[config.mk]
export PLATFORM = sky130hd
export DESIGN_NAME = distinct_prime_factor_lister_core_flat
export DESIGN_NICKNAME = d
export VERILOG_FILES = /design/src/design/dpf_pkg.sv /design/src/design/dpf_req_if.sv /design/src/design/dpf_rsp_if.sv /design/src/design/distinct_prime_factor_lister_core.sv /design/src/design/dpf_div.sv /design/src/flat_wrapper.sv
export SDC_FILE = /design/constraint.sdc
export NUM_CORES = 1
export LEC_CHECK = 0
export BUFFER_PORTS_ARGS = -buffer_cell sky130_fd_sc_hd__buf_4
export CAP_MARGIN = 20
export CORE_MARGIN = 1
export CORE_UTILIZATION = 35
export DETAILED_ROUTE_END_ITERATION = 10
export PLACE_DENSITY = 0.6
export SLEW_MARGIN = 20
export SYNTH_ARGS = -nofsm -noshare
export SYNTH_HDL_FRONTEND = slang
export SYNTH_SLANG_ARGS = --single-unit
[constraint.sdc]
create_clock -name clock -period 10.59 [get_ports clock]
set_input_delay 0.5295 -clock clock [delete_from_list [all_inputs] [get_ports clock]]
set_output_delay 0.5295 -clock clock [all_outputs]
set_load 0.01 [all_outputs]
[src/design/dpf_pkg.sv]
// Shared types and constants for the distinct prime factor lister.
package dpf_pkg;

   localparam int FACTOR_W = 32;

   typedef enum logic [1:0] {
      ST_OK   = 2'd0,
      ST_ONE  = 2'd1,
      ST_ZERO = 2'd2
   } status_type;

   typedef enum logic [5:0] {
      S_IDLE   = 6'b000001,
      S_START  = 6'b000010,
      S_STRIP  = 6'b000100,
      S_DIV    = 6'b001000,
      S_DECIDE = 6'b010000,
      S_FINAL  = 6'b100000
   } state_type;

   typedef struct packed {
      logic busy;
      logic done;
   } div_stat_type;

endpackage

[src/design/dpf_req_if.sv]
// Input channel carrying the value to factor.
interface dpf_req_if #(parameter int WIDTH = 32) ();
   logic             valid;
   logic             ready;
   logic [WIDTH-1:0] value;

   modport source (output valid, output value, input ready);
   modport sink (input valid, input value, output ready);
endinterface

[src/design/dpf_rsp_if.sv]
// Result channel carrying one prime factor per item.
interface dpf_rsp_if import dpf_pkg::*; ();
   logic                valid;
   logic                ready;
   logic [FACTOR_W-1:0] factor;
   logic                is_last;
   logic [1:0]          status;

   modport source (output valid, output factor, output is_last, output status, input ready);
   modport sink (input valid, input factor, input is_last, input status, output ready);
endinterface

[src/design/distinct_prime_factor_lister_core.sv]
// Top level: trial division sequencer with output register around the serial divider.
//
//   channel  dir  fields                   accepted when
//   req_ch   in   value[WIDTH-1:0]         valid && ready
//   rsp_ch   out  factor, is_last, status  valid && ready
//
// One item is worked at a time; req_ch.ready is high only while idle.
// Factors of two are stripped by shifting; each odd trial divisor is tested by the
// bit-serial divider, so a prime input near 2**WIDTH needs about
// 2**(WIDTH/2 - 1) trial divisors.
// Reset is synchronous and clears the sequencer and the output valid.
// A stalled result only holds the sequencer when the next factor must be sent.
module distinct_prime_factor_lister_core
   import dpf_pkg::*;
#(
   parameter int WIDTH = 32
) (
   input  logic        clock,
   input  logic        reset,
   dpf_req_if.sink     req_ch,
   dpf_rsp_if.source   rsp_ch
);

   state_type        state_ff, state_in;
   logic [WIDTH-1:0] rem_ff, rem_in;
   logic [WIDTH-1:0] p_ff, p_in;
   logic [WIDTH-1:0] pend_ff, pend_in;
   logic             have_pend_ff, have_pend_in;
   logic             emitted_ff, emitted_in;

   logic                rsp_valid_ff, rsp_valid_in;
   logic [FACTOR_W-1:0] factor_ff, factor_in;
   logic                last_ff, last_in;
   status_type          status_ff, status_in;

   logic             push;
   logic [WIDTH-1:0] push_factor;
   logic [FACTOR_W-1:0] push_fac32;
   logic             push_last;
   status_type       push_status;
   logic             slot_free;

   logic             div_start;
   logic [WIDTH-1:0] div_dividend;
   logic [WIDTH-1:0] div_divisor;
   div_stat_type     div_stat;
   logic [WIDTH-1:0] quot;
   logic [WIDTH-1:0] remd;
   logic             r_zero;
   logic [WIDTH-1:0] p_next;

   dpf_div #(.WIDTH(WIDTH)) u_div (
      .clock     (clock),
      .reset     (reset),
      .start     (div_start),
      .dividend  (div_dividend),
      .divisor   (div_divisor),
      .stat      (div_stat),
      .quotient  (quot),
      .remainder (remd)
   );

   assign slot_free     = !rsp_valid_ff || rsp_ch.ready;
   assign req_ch.ready  = (state_ff == S_IDLE);
   assign r_zero        = (remd == '0);
   assign p_next        = p_ff + WIDTH'(2);

   generate
      if (WIDTH >= FACTOR_W) begin : g_trunc
         assign push_fac32 = push_factor[FACTOR_W-1:0];
      end else begin : g_ext
         assign push_fac32 = {{(FACTOR_W - WIDTH){1'b0}}, push_factor};
      end
   endgenerate

   always_comb begin
      state_in     = state_ff;
      rem_in       = rem_ff;
      p_in         = p_ff;
      pend_in      = pend_ff;
      have_pend_in = have_pend_ff;
      emitted_in   = emitted_ff;
      push         = 1'b0;
      push_factor  = pend_ff;
      push_last    = 1'b0;
      push_status  = ST_OK;
      div_start    = 1'b0;
      div_dividend = rem_ff;
      div_divisor  = p_ff;

      unique case (state_ff)
         S_IDLE: begin
            if (req_ch.valid) begin
               rem_in   = req_ch.value;
               state_in = S_START;
            end
         end
         S_START: begin
            if (rem_ff[WIDTH-1:1] == '0) begin
               if (slot_free) begin
                  push        = 1'b1;
                  push_factor = '0;
                  push_last   = 1'b1;
                  push_status = rem_ff[0] ? ST_ONE : ST_ZERO;
                  state_in    = S_IDLE;
               end
            end else if (!rem_ff[0]) begin
               pend_in      = WIDTH'(2);
               have_pend_in = 1'b1;
               state_in     = S_STRIP;
            end else begin
               have_pend_in = 1'b0;
               p_in         = WIDTH'(3);
               emitted_in   = 1'b0;
               div_start    = 1'b1;
               div_divisor  = WIDTH'(3);
               state_in     = S_DIV;
            end
         end
         S_STRIP: begin
            if (!rem_ff[0]) begin
               rem_in = rem_ff >> 1;
            end else begin
               p_in        = WIDTH'(3);
               emitted_in  = 1'b0;
               div_start   = 1'b1;
               div_divisor = WIDTH'(3);
               state_in    = S_DIV;
            end
         end
         S_DIV: begin
            if (div_stat.done) begin
               state_in = S_DECIDE;
            end
         end
         S_DECIDE: begin
            if (r_zero && emitted_ff) begin
               rem_in       = quot;
               div_start    = 1'b1;
               div_dividend = quot;
               state_in     = S_DIV;
            end else if (p_ff > quot) begin
               state_in = S_FINAL;
            end else if (!r_zero) begin
               p_in        = p_next;
               emitted_in  = 1'b0;
               div_start   = 1'b1;
               div_divisor = p_next;
               state_in    = S_DIV;
            end else if (!have_pend_ff || slot_free) begin
               push         = have_pend_ff;
               pend_in      = p_ff;
               have_pend_in = 1'b1;
               emitted_in   = 1'b1;
               rem_in       = quot;
               div_start    = 1'b1;
               div_dividend = quot;
               state_in     = S_DIV;
            end
         end
         S_FINAL: begin
            if (rem_ff[WIDTH-1:1] != '0) begin
               if (!have_pend_ff) begin
                  pend_in      = rem_ff;
                  have_pend_in = 1'b1;
                  rem_in       = WIDTH'(1);
               end else if (slot_free) begin
                  push    = 1'b1;
                  pend_in = rem_ff;
                  rem_in  = WIDTH'(1);
               end
            end else if (slot_free) begin
               push      = 1'b1;
               push_last = 1'b1;
               state_in  = S_IDLE;
            end
         end
         default: begin
            state_in = S_IDLE;
         end
      endcase
   end

   always_comb begin
      rsp_valid_in = rsp_valid_ff && !rsp_ch.ready;
      factor_in    = factor_ff;
      last_in      = last_ff;
      status_in    = status_ff;
      if (push) begin
         rsp_valid_in = 1'b1;
         factor_in    = push_fac32;
         last_in      = push_last;
         status_in    = push_status;
      end
   end

   always_ff @(posedge clock) begin
      if (reset) begin
         state_ff     <= S_IDLE;
         rsp_valid_ff <= 1'b0;
         have_pend_ff <= 1'b0;
         emitted_ff   <= 1'b0;
      end else begin
         state_ff     <= state_in;
         rsp_valid_ff <= rsp_valid_in;
         have_pend_ff <= have_pend_in;
         emitted_ff   <= emitted_in;
      end
      rem_ff    <= rem_in;
      p_ff      <= p_in;
      pend_ff   <= pend_in;
      factor_ff <= factor_in;
      last_ff   <= last_in;
      status_ff <= status_in;
   end

   assign rsp_ch.valid   = rsp_valid_ff;
   assign rsp_ch.factor  = factor_ff;
   assign rsp_ch.is_last = last_ff;
   assign rsp_ch.status  = status_ff;

`ifndef ASSERT_OFF
   a_odd_divisor: assert property (@(posedge clock) disable iff (reset)
      (state_ff == S_DECIDE) |-> (p_ff[0] && p_ff >= WIDTH'(3)))
      else $error("Trial divisor is not an odd number of at least three.");
   a_special_result: assert property (@(posedge clock) disable iff (reset)
      (rsp_valid_ff && status_ff != ST_OK) |-> (factor_ff == '0 && last_ff))
      else $error("Special result carries a factor or is not last.");
   a_div_start_src: assert property (@(posedge clock) disable iff (reset)
      div_start |-> (state_ff == S_START || state_ff == S_STRIP || state_ff == S_DECIDE))
      else $error("Division started from an unexpected state.");
   a_final_has_pend: assert property (@(posedge clock) disable iff (reset)
      (state_ff == S_FINAL && rem_ff[WIDTH-1:1] == '0) |-> have_pend_ff)
      else $error("Final result requested with no pending factor.");
`endif

endmodule

[src/design/dpf_div.sv]
// Bit-serial restoring divider producing one quotient bit per cycle.
module dpf_div
   import dpf_pkg::*;
#(
   parameter int WIDTH = 32
) (
   input  logic             clock,
   input  logic             reset,
   input  logic             start,
   input  logic [WIDTH-1:0] dividend,
   input  logic [WIDTH-1:0] divisor,
   output div_stat_type     stat,
   output logic [WIDTH-1:0] quotient,
   output logic [WIDTH-1:0] remainder
);

   localparam int CW = $clog2(WIDTH + 1);

   logic [CW-1:0]    cnt_ff, cnt_in;
   logic             done_ff, done_in;
   logic [WIDTH-1:0] d_ff, d_in;
   logic [WIDTH-1:0] r_ff, r_in;
   logic [WIDTH-1:0] div_ff, div_in;
   logic [WIDTH:0]   shifted;
   logic [WIDTH:0]   diff;
   logic             ge;
   logic             busy;

   assign busy    = (cnt_ff != '0);
   assign shifted = {r_ff, d_ff[WIDTH-1]};
   assign diff    = shifted - {1'b0, div_ff};
   assign ge      = (shifted >= {1'b0, div_ff});

   always_comb begin
      cnt_in  = cnt_ff;
      d_in    = d_ff;
      r_in    = r_ff;
      div_in  = div_ff;
      done_in = 1'b0;
      if (start) begin
         cnt_in = CW'(WIDTH);
         d_in   = dividend;
         r_in   = '0;
         div_in = divisor;
      end else if (busy) begin
         cnt_in  = cnt_ff - CW'(1);
         d_in    = {d_ff[WIDTH-2:0], ge};
         r_in    = ge ? diff[WIDTH-1:0] : shifted[WIDTH-1:0];
         done_in = (cnt_ff == CW'(1));
      end
   end

   always_ff @(posedge clock) begin
      if (reset) begin
         cnt_ff  <= '0;
         done_ff <= 1'b0;
      end else begin
         cnt_ff  <= cnt_in;
         done_ff <= done_in;
      end
      d_ff   <= d_in;
      r_ff   <= r_in;
      div_ff <= div_in;
   end

   assign stat.busy = busy;
   assign stat.done = done_ff;
   assign quotient  = d_ff;
   assign remainder = r_ff;

`ifndef ASSERT_OFF
   a_no_restart: assert property (@(posedge clock) disable iff (reset)
      !(start && busy))
      else $error("Divider restarted while busy.");
   a_done_after_busy: assert property (@(posedge clock) disable iff (reset)
      done_ff |-> $past(busy))
      else $error("Divider done without a running division.");
   a_rem_below_div: assert property (@(posedge clock) disable iff (reset)
      (done_ff && div_ff != '0) |-> (r_ff < div_ff))
      else $error("Divider remainder not below divisor.");
`endif

endmodule

[src/flat_wrapper.sv]
// flat-port wrapper written by rule: the top's interface ports become plain ports
module distinct_prime_factor_lister_core_flat import dpf_pkg::*;
#(
   parameter int WIDTH = 32
)
  (clock, reset, req_ch_valid, req_ch_value, req_ch_ready, rsp_ch_valid, rsp_ch_factor, rsp_ch_is_last, rsp_ch_status, rsp_ch_ready);
  dpf_req_if #(.WIDTH(WIDTH)) req_ch_i ();
  dpf_rsp_if rsp_ch_i ();
  input  logic clock;
  input  logic reset;
  input wire logic [$bits(req_ch_i.valid)-1:0] req_ch_valid;
  input wire logic [$bits(req_ch_i.value)-1:0] req_ch_value;
  output wire logic [$bits(req_ch_i.ready)-1:0] req_ch_ready;
  output wire logic [$bits(rsp_ch_i.valid)-1:0] rsp_ch_valid;
  output wire logic [$bits(rsp_ch_i.factor)-1:0] rsp_ch_factor;
  output wire logic [$bits(rsp_ch_i.is_last)-1:0] rsp_ch_is_last;
  output wire logic [$bits(rsp_ch_i.status)-1:0] rsp_ch_status;
  input wire logic [$bits(rsp_ch_i.ready)-1:0] rsp_ch_ready;
  assign req_ch_i.valid = req_ch_valid;
  assign req_ch_i.value = req_ch_value;
  assign req_ch_ready = req_ch_i.ready;
  assign rsp_ch_valid = rsp_ch_i.valid;
  assign rsp_ch_factor = rsp_ch_i.factor;
  assign rsp_ch_is_last = rsp_ch_i.is_last;
  assign rsp_ch_status = rsp_ch_i.status;
  assign rsp_ch_i.ready = rsp_ch_ready;
  distinct_prime_factor_lister_core #(.WIDTH(WIDTH)) u_core (.clock(clock), .reset(reset), .req_ch(req_ch_i), .rsp_ch(rsp_ch_i));
endmodule
**After elaboration in Yosys (flattened, before gate mapping)**

Index checks and enable logic that the tools add are counted.

- $add $sub $neg: 3
- Equality and inequality tests: 22
- Reductions and logical operators: 24
- Bitwise operators: 1
- Mux-type cells: 81
- $lt $le $gt $ge: 2

Operator list:

| cell | count |
|---|---|
| $mux W32 | 30 |
| $pmux W32 S3 | 2 |
| $pmux W32 S4 | 1 |
| $mux W6 | 12 |
| $pmux W6 S6 | 1 |
| $ge A33 B32 Y1 | 1 |
| $add A32 B2 Y32 const B | 1 |
| $gt A32 B32 Y1 | 1 |
| $logic_not A32 Y1 | 1 |
| $sub A32 B32 Y32 | 1 |
| $logic_not A31 Y1 | 1 |
| $reduce_bool A31 Y1 | 1 |
| $mux W1 | 28 |
| $ne A2 B2 Y1 const B | 8 |
| $reduce_and A5 Y1 | 3 |
| $eq A6 B1 Y1 const B | 2 |
| $pmux W1 S3 | 4 |
| $reduce_and A9 Y1 | 1 |
| $ne A2 B1 Y1 const B | 4 |
| $reduce_and A7 Y1 | 1 |
| $eq A6 B2 Y1 const B | 1 |
| $eq A6 B3 Y1 const B | 1 |
| $eq A6 B4 Y1 const B | 1 |
| $eq A6 B5 Y1 const B | 1 |
| 19 further kinds | 25 |

- Word-level logic and storage cells: 150
- Output and inout bits: 37
- Bits of input ports: 36
- Register bits after elaboration: 243

**Depth between registers and ports, before layout**

Gate-level depths: netlist of the first run.

- Depth after elaboration: 9
- Mapped depth: 14
- Depth with buffers taken out: 13

**Modules after synthesis**

Synthesis of the first run repeated with hierarchy kept, for this count alone.

- Cell total of the unflattened synthesis: 1345
- Area total of the unflattened synthesis: 13840.8 sq um

Modules (own cells, without submodules):

| module | times used | seq. area each (sq um) | cells each | area an instance (sq um) |
|---|---|---|---|---|
| distinct_prime_factor_lister_core | 1 | 3793.6 | 752 | 7937.6 |
| dpf_div | 1 | 2702.6 | 593 | 5903.2 |

**Least setup slack after synthesis of the first run**

OpenSTA, ideal clock, no wires.

- Kind: reg-to-reg
- Start: reg u_core.state_ff[5]
- End: reg u_core.rem_ff[10], enable pin
- Clock period less this slack: 4.365 ns
- Library setup time: 0.467 ns
- Slack: 6.225 ns
- Buffers on the path: 1
- Data required time: 10.123 ns
- Arrival time: 3.898 ns
- Stages on the path, launching flop included: 7
- Cell sequence: dfxtp_1 -> nor4_1 -> and3b_1 -> clkbuf_1 -> nor3_1 -> a211oi_1 -> a21boi_0

- Word-level cells in the longest chain between the ends: 3
- Elaborated cells on any way between the ends: 10
- Classes of those cells: 8 x eq/ne; 2 x reduce/logical

Ends and longest elaborated chain:

| item | line | source |
|---|---|---|
| start: declaration | distinct_prime_factor_lister_core.sv:24 | `state_type state_ff, state_in;` |
| start signal: assignment | distinct_prime_factor_lister_core.sv:204 | `state_ff <= state_in;` |
| $eq A6 B6 Y1 (tied with other cells) | distinct_prime_factor_lister_core.sv:91 | `unique case (state_ff)` |
| $ne A3 B3 Y1 (no source line) (tied with other cells) | -- |  |
| $reduce_and A5 Y1 (no source line) (*) | -- |  |
| end signal: assignment | distinct_prime_factor_lister_core.sv:209 | `rem_ff <= rem_in;` |
| end: declaration | distinct_prime_factor_lister_core.sv:25 | `logic [WIDTH-1:0] rem_ff, rem_in;` |

Mark *: on every way between the ends. The rest lies on a longest branch, timed or not.
A chain may end at the register's enable or synchronous reset.

**Final worst setup path of the first run**

- Start: reg u_core.p_ff[5]
- End: reg u_core.factor_ff[27], in the netlist u_core.rsp_ch.factor[27], enable pin

- Word-level cells in the longest chain between the ends: 4

Ends and longest elaborated chain:

| item | line | source |
|---|---|---|
| start: declaration | distinct_prime_factor_lister_core.sv:26 | `logic [WIDTH-1:0] p_ff, p_in;` |
| start signal: assignment | distinct_prime_factor_lister_core.sv:210 | `p_ff <= p_in;` |
| $gt A32 B32 Y1 | distinct_prime_factor_lister_core.sv:142 | `end else if (p_ff > quot) begin` |
| $mux W1 | distinct_prime_factor_lister_core.sv:142 |  |
| $mux W1 | distinct_prime_factor_lister_core.sv:137 | `if (r_zero && emitted_ff) begin` |
| $pmux W1 S3 | distinct_prime_factor_lister_core.sv:91 |  |
| via u_core.push | distinct_prime_factor_lister_core.sv:36 | `logic push;` |
| end signal: assignment | distinct_prime_factor_lister_core.sv:212 | `factor_ff <= factor_in;` |
| end: declaration | distinct_prime_factor_lister_core.sv:32 | `logic [FACTOR_W-1:0] factor_ff, factor_in;` |

The timed path passes the listed nets, and every way through them passes these cells.

==> results of run 1 <==
## path summary, 6_finish.rpt
path                                                               from                                      end  slack, ps  cells past startpoint
worst min register to register  u_core.u_div.remainder[27]$_SDFFE_PP0N_  u_core.u_div.remainder[27]$_SDFFE_PP0N_        530                      2
worst max-delay path                             u_core.p_ff[5]$_DFF_P_       u_core.rsp_ch.factor[27]$_DFFE_PP_       6190                     11
worst max register to register                   u_core.p_ff[5]$_DFF_P_       u_core.rsp_ch.factor[27]$_DFFE_PP_       6190                     11
worst min-delay path                                   req_ch_value[18]              u_core.rem_ff[18]$_DFFE_PP_        270                      3
## per-stage QoR
| step | utilization | hold WS, ps | std cells |
|---|---|---|---|
| final | 0.4087 | 269.1 | 1994 |
| after global routing | 0.4087 | 263.2 | 1994 |
| after CTS | 0.4086 | 256.5 | 1994 |
| after detailed placement | 0.3838 | 511.2 | 1943 |
| after global placement | 0.3838 | 500.0 | 1943 |
| after floorplan | - | 419.1 | 1423 |
## power breakdown
part | leakage, nW | internal, mW | switching [mW] | total, mW
logic | 3.60 | 0.631 | 0.940 | 1.57
clock network | 0.457 | 0.588 | 0.393 | 0.981
registers | 2.19 | 1.34 | 0.263 | 1.61
total | 6.25 | 2.56 | 1.60 | 4.16
## cells in the final DEF (no fill, tap or decap), drive strengths merged, types with 28 or more instances in the layout
cell type / n
edfxtp: 163
nor2b: 39
clkbuf: 31
ha: 68
dfxtp: 80
nor4: 28
a22oi: 32
a31oi: 46
o21ai: 71
a211oi: 32
nand3: 110
a21o: 33
inv: 80
nor3: 37
buf: 86
nand2: 118
a21oi: 74
nor2: 123
## flip-flops by register name, indices dropped and copies added (netlist names), 2 cells and up
register	cells
u_core.p_ff	32
u_core.pend_ff	32
u_core.rem_ff	32
u_core.rsp_ch.factor	32
u_core.u_div.div_ff	32
u_core.u_div.quotient	32
u_core.u_div.remainder	32
u_core.state_ff	6
u_core.u_div.cnt_ff	6
u_core.rsp_ch.status	2
## logic make-up (layout without fill, tap and decap cells)
| logic type | Yosys count | in the layout | synth area share |
|---|---|---|---|
| DFF | 243 | 243 | 0.4814 |
| muxes | 15 | 15 | 0.01113 |
| and+or+nand+nor | 539 | 539 | 0.1972 |
| adders and majority gates | 69 | 69 | 0.06453 |
| AOI/OAI and AO/OA | 373 | 373 | 0.1831 |
| xor gates and xnor gates | 27 | 27 | 0.01752 |
| buffers and inverters | 157 | 217 | 0.04506 |
## layer usage
| layer | vias to the layer above | global-route usage |
|---|---|---|
| met5 | - | 0 |
| met4 | 0 | 0.05082 |
| met3 | 58 | 0.03594 |
| met2 | 396 | 0.2938 |
| met1 | 5343 | 0.2680 |
| li1 | 5384 | - |
## cell type report
type | count | area, um2 | area share
clock buffers | 31 | 721.9 | 0.04668
clock inverters | 20 | 216.5 | 0.01400
inverters | 80 | 300.3 | 0.01942
multi-input cells | 1023 | 6446 | 0.4168
flip-flops and latches | 243 | 6496 | 0.4200
well taps | 511 | 639.4 | 0.04134
repair buffers | 86 | 645.6 | 0.04174
## worst max-delay path, cell delays in order (launching register included)
cell	delay [ps]
sky130_fd_sc_hd__dfxtp_1	450
sky130_fd_sc_hd__ha_1	290
sky130_fd_sc_hd__a21o_1	170
sky130_fd_sc_hd__a21o_1	170
sky130_fd_sc_hd__a21oi_1	170
sky130_fd_sc_hd__o31ai_1	80
sky130_fd_sc_hd__o31ai_1	450
sky130_fd_sc_hd__nand2_1	300
sky130_fd_sc_hd__nor4_1	660
sky130_fd_sc_hd__o21ai_0	170
sky130_fd_sc_hd__and2_1	240
sky130_fd_sc_hd__nor2_4	790
==> flow_summary.toml, run 1 <==
[cts]
cts_repair_resize_count = 0
clk-insertion-delay-late_ps = 560
ctsLongestPathBuffers = 3
clkSlewWorstSetupHoldPaths_ps = 60
post_cts_buffers = 0
cell_at_the_root_of_the_clock_tree = "sky130_fd_sc_hd__clkbuf_16"
clock-sinks = 243
cts_hold_buffers = 0
clock_tree.htree_level_count = 1
cts_buffers = 28
cts_tree = "done"

[timing]
timing.final.crit_share = 0.4157
fin_crit_ps = 4403
worstMarginPinSlew_ps = 1071
setup_total_negative_slack_ps = 0
drv_slew = 0
final.setup.worst_slack_ps = 6187
maxClockFrequency_mhz = 227.1
setup-violations-final = 0
relative_slew_margins = 0.2845
grt_setup_unrepaired = "no"
hold_viol = 0
skew_ps = 36.43

[drt]
routedWlPerCell_um = 18.52
post_drt_via_cell_ratio = 5.607
drtAntennaViolNets = 0
drc = 0
firstDrtPassIters = 5
met1_length_um = 16770
detail_route.iter0.violations = 1152
length_of_routed_met3_wiring_um = 3045
routed_wl_um = 36930
num_vias = 11180
maxUsedRoutingLayer = "met4"
wl_met2_um = 16340

[yosys]
part_of_the_yosys_area_used_for_sequential_elements = 0.4814
synthDominantAreaCellType = "sky130_fd_sc_hd__edfxtp_1"
yosys-top-cells-count = "163 x sky130_fd_sc_hd__edfxtp_1, 123 x sky130_fd_sc_hd__nor2_1, 118 x sky130_fd_sc_hd__nand2_1"
synthDominantCellAreaShare = 0.3627
post_synth_main_area_contributors = "sky130_fd_sc_hd__edfxtp_1 36%, sky130_fd_sc_hd__dfxtp_1 12%, sky130_fd_sc_hd__ha_1 6.3%"
synth_flop_cell = "sky130_fd_sc_hd__edfxtp_1"
yosysWarningCount = 0
synth.cell_area_um2 = 13490
synth.lib_cells_used.distinct = 71
syn_avg_cell_area_um2 = 9.483
most_common_cell_in_the_netlist = "sky130_fd_sc_hd__edfxtp_1"
asyncSetResetFlopFracSynth = 0
postSynthCellCount = 1423
synth-seq-cells = 243
synth-edff-count = 163
net_count_of_the_mapped_netlist = 1528

[placed_design]
hpwlAfterDp_um = 26230
placement.cell_area_um2 = 14520
gpl.final_weighted_congestion = 0.8977
port_buffers = 72
pre_cts_ws_ps = 6347

[flow_run]
maxcap_violations = 0

[pwr]
ir_drop_uv = 166.7
cellLeakagePower_nw = 6.253
cellPowerDensity_nw_per_um2 = 268.8
post_route_total_power_mw = 4.157

[finish]
layout.filler_cells = 3754
syn2layout_area_growth_pct = 14.61
finish.net_count = 1567
final_cell_area_um2 = 15470
antenna-diode-count = 0
drive_gt1_frac = 0.1065

[critical_path]
critPathRequiredTime_ps = 10730
critPathArrivalTime_ps = 4550
timing.critical_path.from_type = "flip-flop"
critPathMaxFanout = 35
setup.worst_path.end_class = "flip-flop"
worst-setup-path-type = "reg -> reg"

[global_route]
first_global_vias = 10650
grt_first_pass_wirelength_um = 58530
global_route.overflow_total = 0
grt_antenna_before_repair = 3
pin_count_of_the_biggest_net_entering_global_routing = 92
grt.total_usage = 0.1894

[floorplanning]
die_height_um = 198.4
fp.dieArea_um2 = 39340
num_rows = 71
core_area_um2 = 37840
chipWidth_um = 198.4
floorplan.io_pins = 73
floorplan.initialDensity = 0.3566

[worst_hold_path]
min-delay-path-class = "in -> reg"

[outcome]
status = "finished, final reports clean"
(Power assumes the default switching activity.)
==> run 2, diff against run 1 <==
==> constraint.sdc (replaced) <==
create_clock -name clock -period 4.36 [get_ports clock]
set_input_delay 0.218 -clock clock [delete_from_list [all_inputs] [get_ports clock]]
set_output_delay 0.218 -clock clock [all_outputs]
set_load 0.01 [all_outputs]
==> run 2 against run 1 <==
  * Clock power grew to 2.6 times the previous value
  * Power rose to 2.5 times the previous value
  * Sequential power up 140%
  * Non-clock buffer count rose by 56
  * Utilization is 1.6 points higher
  * Hold slack worse by 210 ps
  * Wire length increased by 2.4%
  * Sequential share of layout area fell by 1.6 points
  * First-iteration DRC count shrank 9.3%
  * Global-route usage up 0.44 points
  * Maximum frequency increased by 18%
  * Via count grew 1.9%
  * Largest cell class unchanged
==> flow_summary.toml, run 2 (synthesis gave the netlist of run 1 again) <==
[timing]
fin_crit_ps = 3746
skew_ps = 26.43
hold_viol = 0
maxClockFrequency_mhz = 267.0
setup-violations-final = 0
timing.final.crit_share = 0.8591
setup_total_negative_slack_ps = 0
drv_slew = 0
grt_setup_unrepaired = "no"
worstMarginPinSlew_ps = 948.9
relative_slew_margins = 0.3667

[drt]
drc = 0
post_drt_via_cell_ratio = 5.549
drtAntennaViolNets = 0
routedWlPerCell_um = 18.40
routed_wl_um = 37800
detail_route.iter0.violations = 1045
firstDrtPassIters = 5
num_vias = 11400

[critical_path]
setup.worst_path.end_class = "flip-flop"
critPathRequiredTime_ps = 4560
worst-r2r-cell-count = 13
timing.critical_path.buf_inv = 2
cp_cell_sequence = "inv_1 -> ha_1 -> a21o_1 -> a21o_1 -> a21oi_1 -> o31ai_1 -> o31ai_1 -> nand2_1 -> nor4_1 -> o21ai_0 -> and2_1 -> nor2_4 -> buf_4"
cp.depth = 13
critPathMaxFanout = 35
slowest_delay_ps = 480
cpLargestDelayFamily = "compound AO/OA/AOI/OAI gates"
worst-setup-path-type = "reg -> reg"
critPathArrivalTime_ps = 3950
timing.critical_path.from_type = "flip-flop"
cpMaxStageDelayCell = "sky130_fd_sc_hd__o31ai_1"

[flow_run]
maxcap_violations = 0

[global_route]
grt_first_pass_wirelength_um = 59800
met1_usage = 0.2770
pin_count_of_the_biggest_net_entering_global_routing = 132
grt.total_usage = 0.1938
first_global_vias = 10700
global_route.overflow_total = 0
grt_most_used_layer = "met2"
grtUsageMet3 = 0.03679
grt_antenna_before_repair = 1
global_route.usage.met2 = 0.2975

[floorplanning]
fp.dieArea_um2 = 39340
chipWidth_um = 198.4
floorplan.initialDensity = 0.3566
die_height_um = 198.4
core_area_um2 = 37840
num_rows = 71
floorplan.io_pins = 73

[outcome]
status = "finished, final reports clean"

[finish]
layout.filler_cells = 3713
layout_commonest_cell = "sky130_fd_sc_hd__edfxtp_1"
drive_gt1_frac = 0.1187
final_core_util = 0.4252
mostFrequentLayoutCells = "163 x sky130_fd_sc_hd__edfxtp_1, 121 x sky130_fd_sc_hd__nor2_1, 118 x sky130_fd_sc_hd__nand2_1, 109 x sky130_fd_sc_hd__nand3_1, 107 x sky130_fd_sc_hd__buf_4"
finish.net_count = 1624
syn2layout_area_growth_pct = 19.24

[cts]
ctsLongestPathBuffers = 3
clkSlewWorstSetupHoldPaths_ps = 60
cts_tree = "done"
cts_repair_resize_count = 0
clk-insertion-delay-late_ps = 570
clock_tree.htree_level_count = 1
cts_buffers = 29
clock-sinks = 243
cell_at_the_root_of_the_clock_tree = "sky130_fd_sc_hd__clkbuf_16"
post_cts_buffers = 0

[pwr]
cellLeakagePower_nw = 6.564
cellPowerDensity_nw_per_um2 = 649.1
ir_drop_uv = 370.8

[worst_hold_path]
min-delay-path-class = "in -> reg"
min_delay_path_depth = 3

[placed_design]
hpwlAfterDp_um = 27110
port_buffers = 72
gpl.final_weighted_congestion = 0.9262
-- run 2: through the flow --
| step | hold WS (ps) | instances | area, um2 | power (mW) | setup slack, ps |
|---|---|---|---|---|---|
| CTS | 25.85 | 2053 | 16090 | 10.46 | 658.9 |
| detailed placement | 489.2 | 1967 | 14740 | 7.824 | 679.9 |
| finish | 59.54 | 2054 | 16090 | 10.44 | 614.4 |
| global placement | 486.0 | 1967 | 14740 | 7.717 | 799.8 |
| global route | 58.78 | 2053 | 16090 | 11.19 | 308.0 |
| floorplan | 368.7 | 1423 | 13490 | 6.712 | 91.79 |
-- run 2: timing repair --
item / CTS / global route
hold buffers: 32 / 0
endpoints found under the hold margin: 41 / 0
setup endpoints to repair: 0 / 0
-- run 2: worst reg2reg max path, stage by stage (launching register included) --
cell                       delay, ps
sky130_fd_sc_hd__edfxtp_1        420
sky130_fd_sc_hd__inv_1            90
sky130_fd_sc_hd__ha_1            240
sky130_fd_sc_hd__a21o_1          170
sky130_fd_sc_hd__a21o_1          170
sky130_fd_sc_hd__a21oi_1         200
sky130_fd_sc_hd__o31ai_1          90
sky130_fd_sc_hd__o31ai_1         480
sky130_fd_sc_hd__nand2_1         320
sky130_fd_sc_hd__nor4_1          400
sky130_fd_sc_hd__o21ai_0         120
sky130_fd_sc_hd__and2_1          210
sky130_fd_sc_hd__nor2_4           80
sky130_fd_sc_hd__buf_4           380
-- run 2: path summary, 6_finish.rpt --
| check | end | start | slack [ps] |
|---|---|---|---|
| min | u_core.rem_ff[25]$_DFFE_PP_ | req_ch_value[25] | 60 |
| max reg2reg | u_core.rsp_ch.factor[2]$_DFFE_PP_ | u_core.u_div.quotient[5]$_DFFE_PP_ | 610 |
| min reg2reg | u_core.have_pend_ff$_SDFFE_PP0P_ | u_core.have_pend_ff$_SDFFE_PP0P_ | 500 |
| max | u_core.rsp_ch.factor[2]$_DFFE_PP_ | u_core.u_div.quotient[5]$_DFFE_PP_ | 610 |
-- run 2: layout make-up --
class                           instances  area, um2  share of cell area
Clock buffer                           40      808.3             0.05023
Inverter                               80      300.3             0.01866
Sequential cell                       243       6496              0.4037
Antenna cell                            1      2.502           0.0001555
Multi-Input combinational cell       1023       6439              0.4002
Tap cell                              511      639.4             0.03974
Clock inverter                         14      221.5             0.01376
Timing Repair Buffer                  142       1184             0.07356
-- run 2: routing by layer --
layer  vias to the layer above  share of wire
met4                         0          0.021
met2                       403           0.44
met5                         -              0
met3                        50          0.075
li1                       5503              -
met1                      5442           0.47
-- run 2: power by group --
part / switching (mW) / internal, mW
combinational: 2.33 / 1.61
sequential: 0.657 / 3.26
clock: 0.988 / 1.60
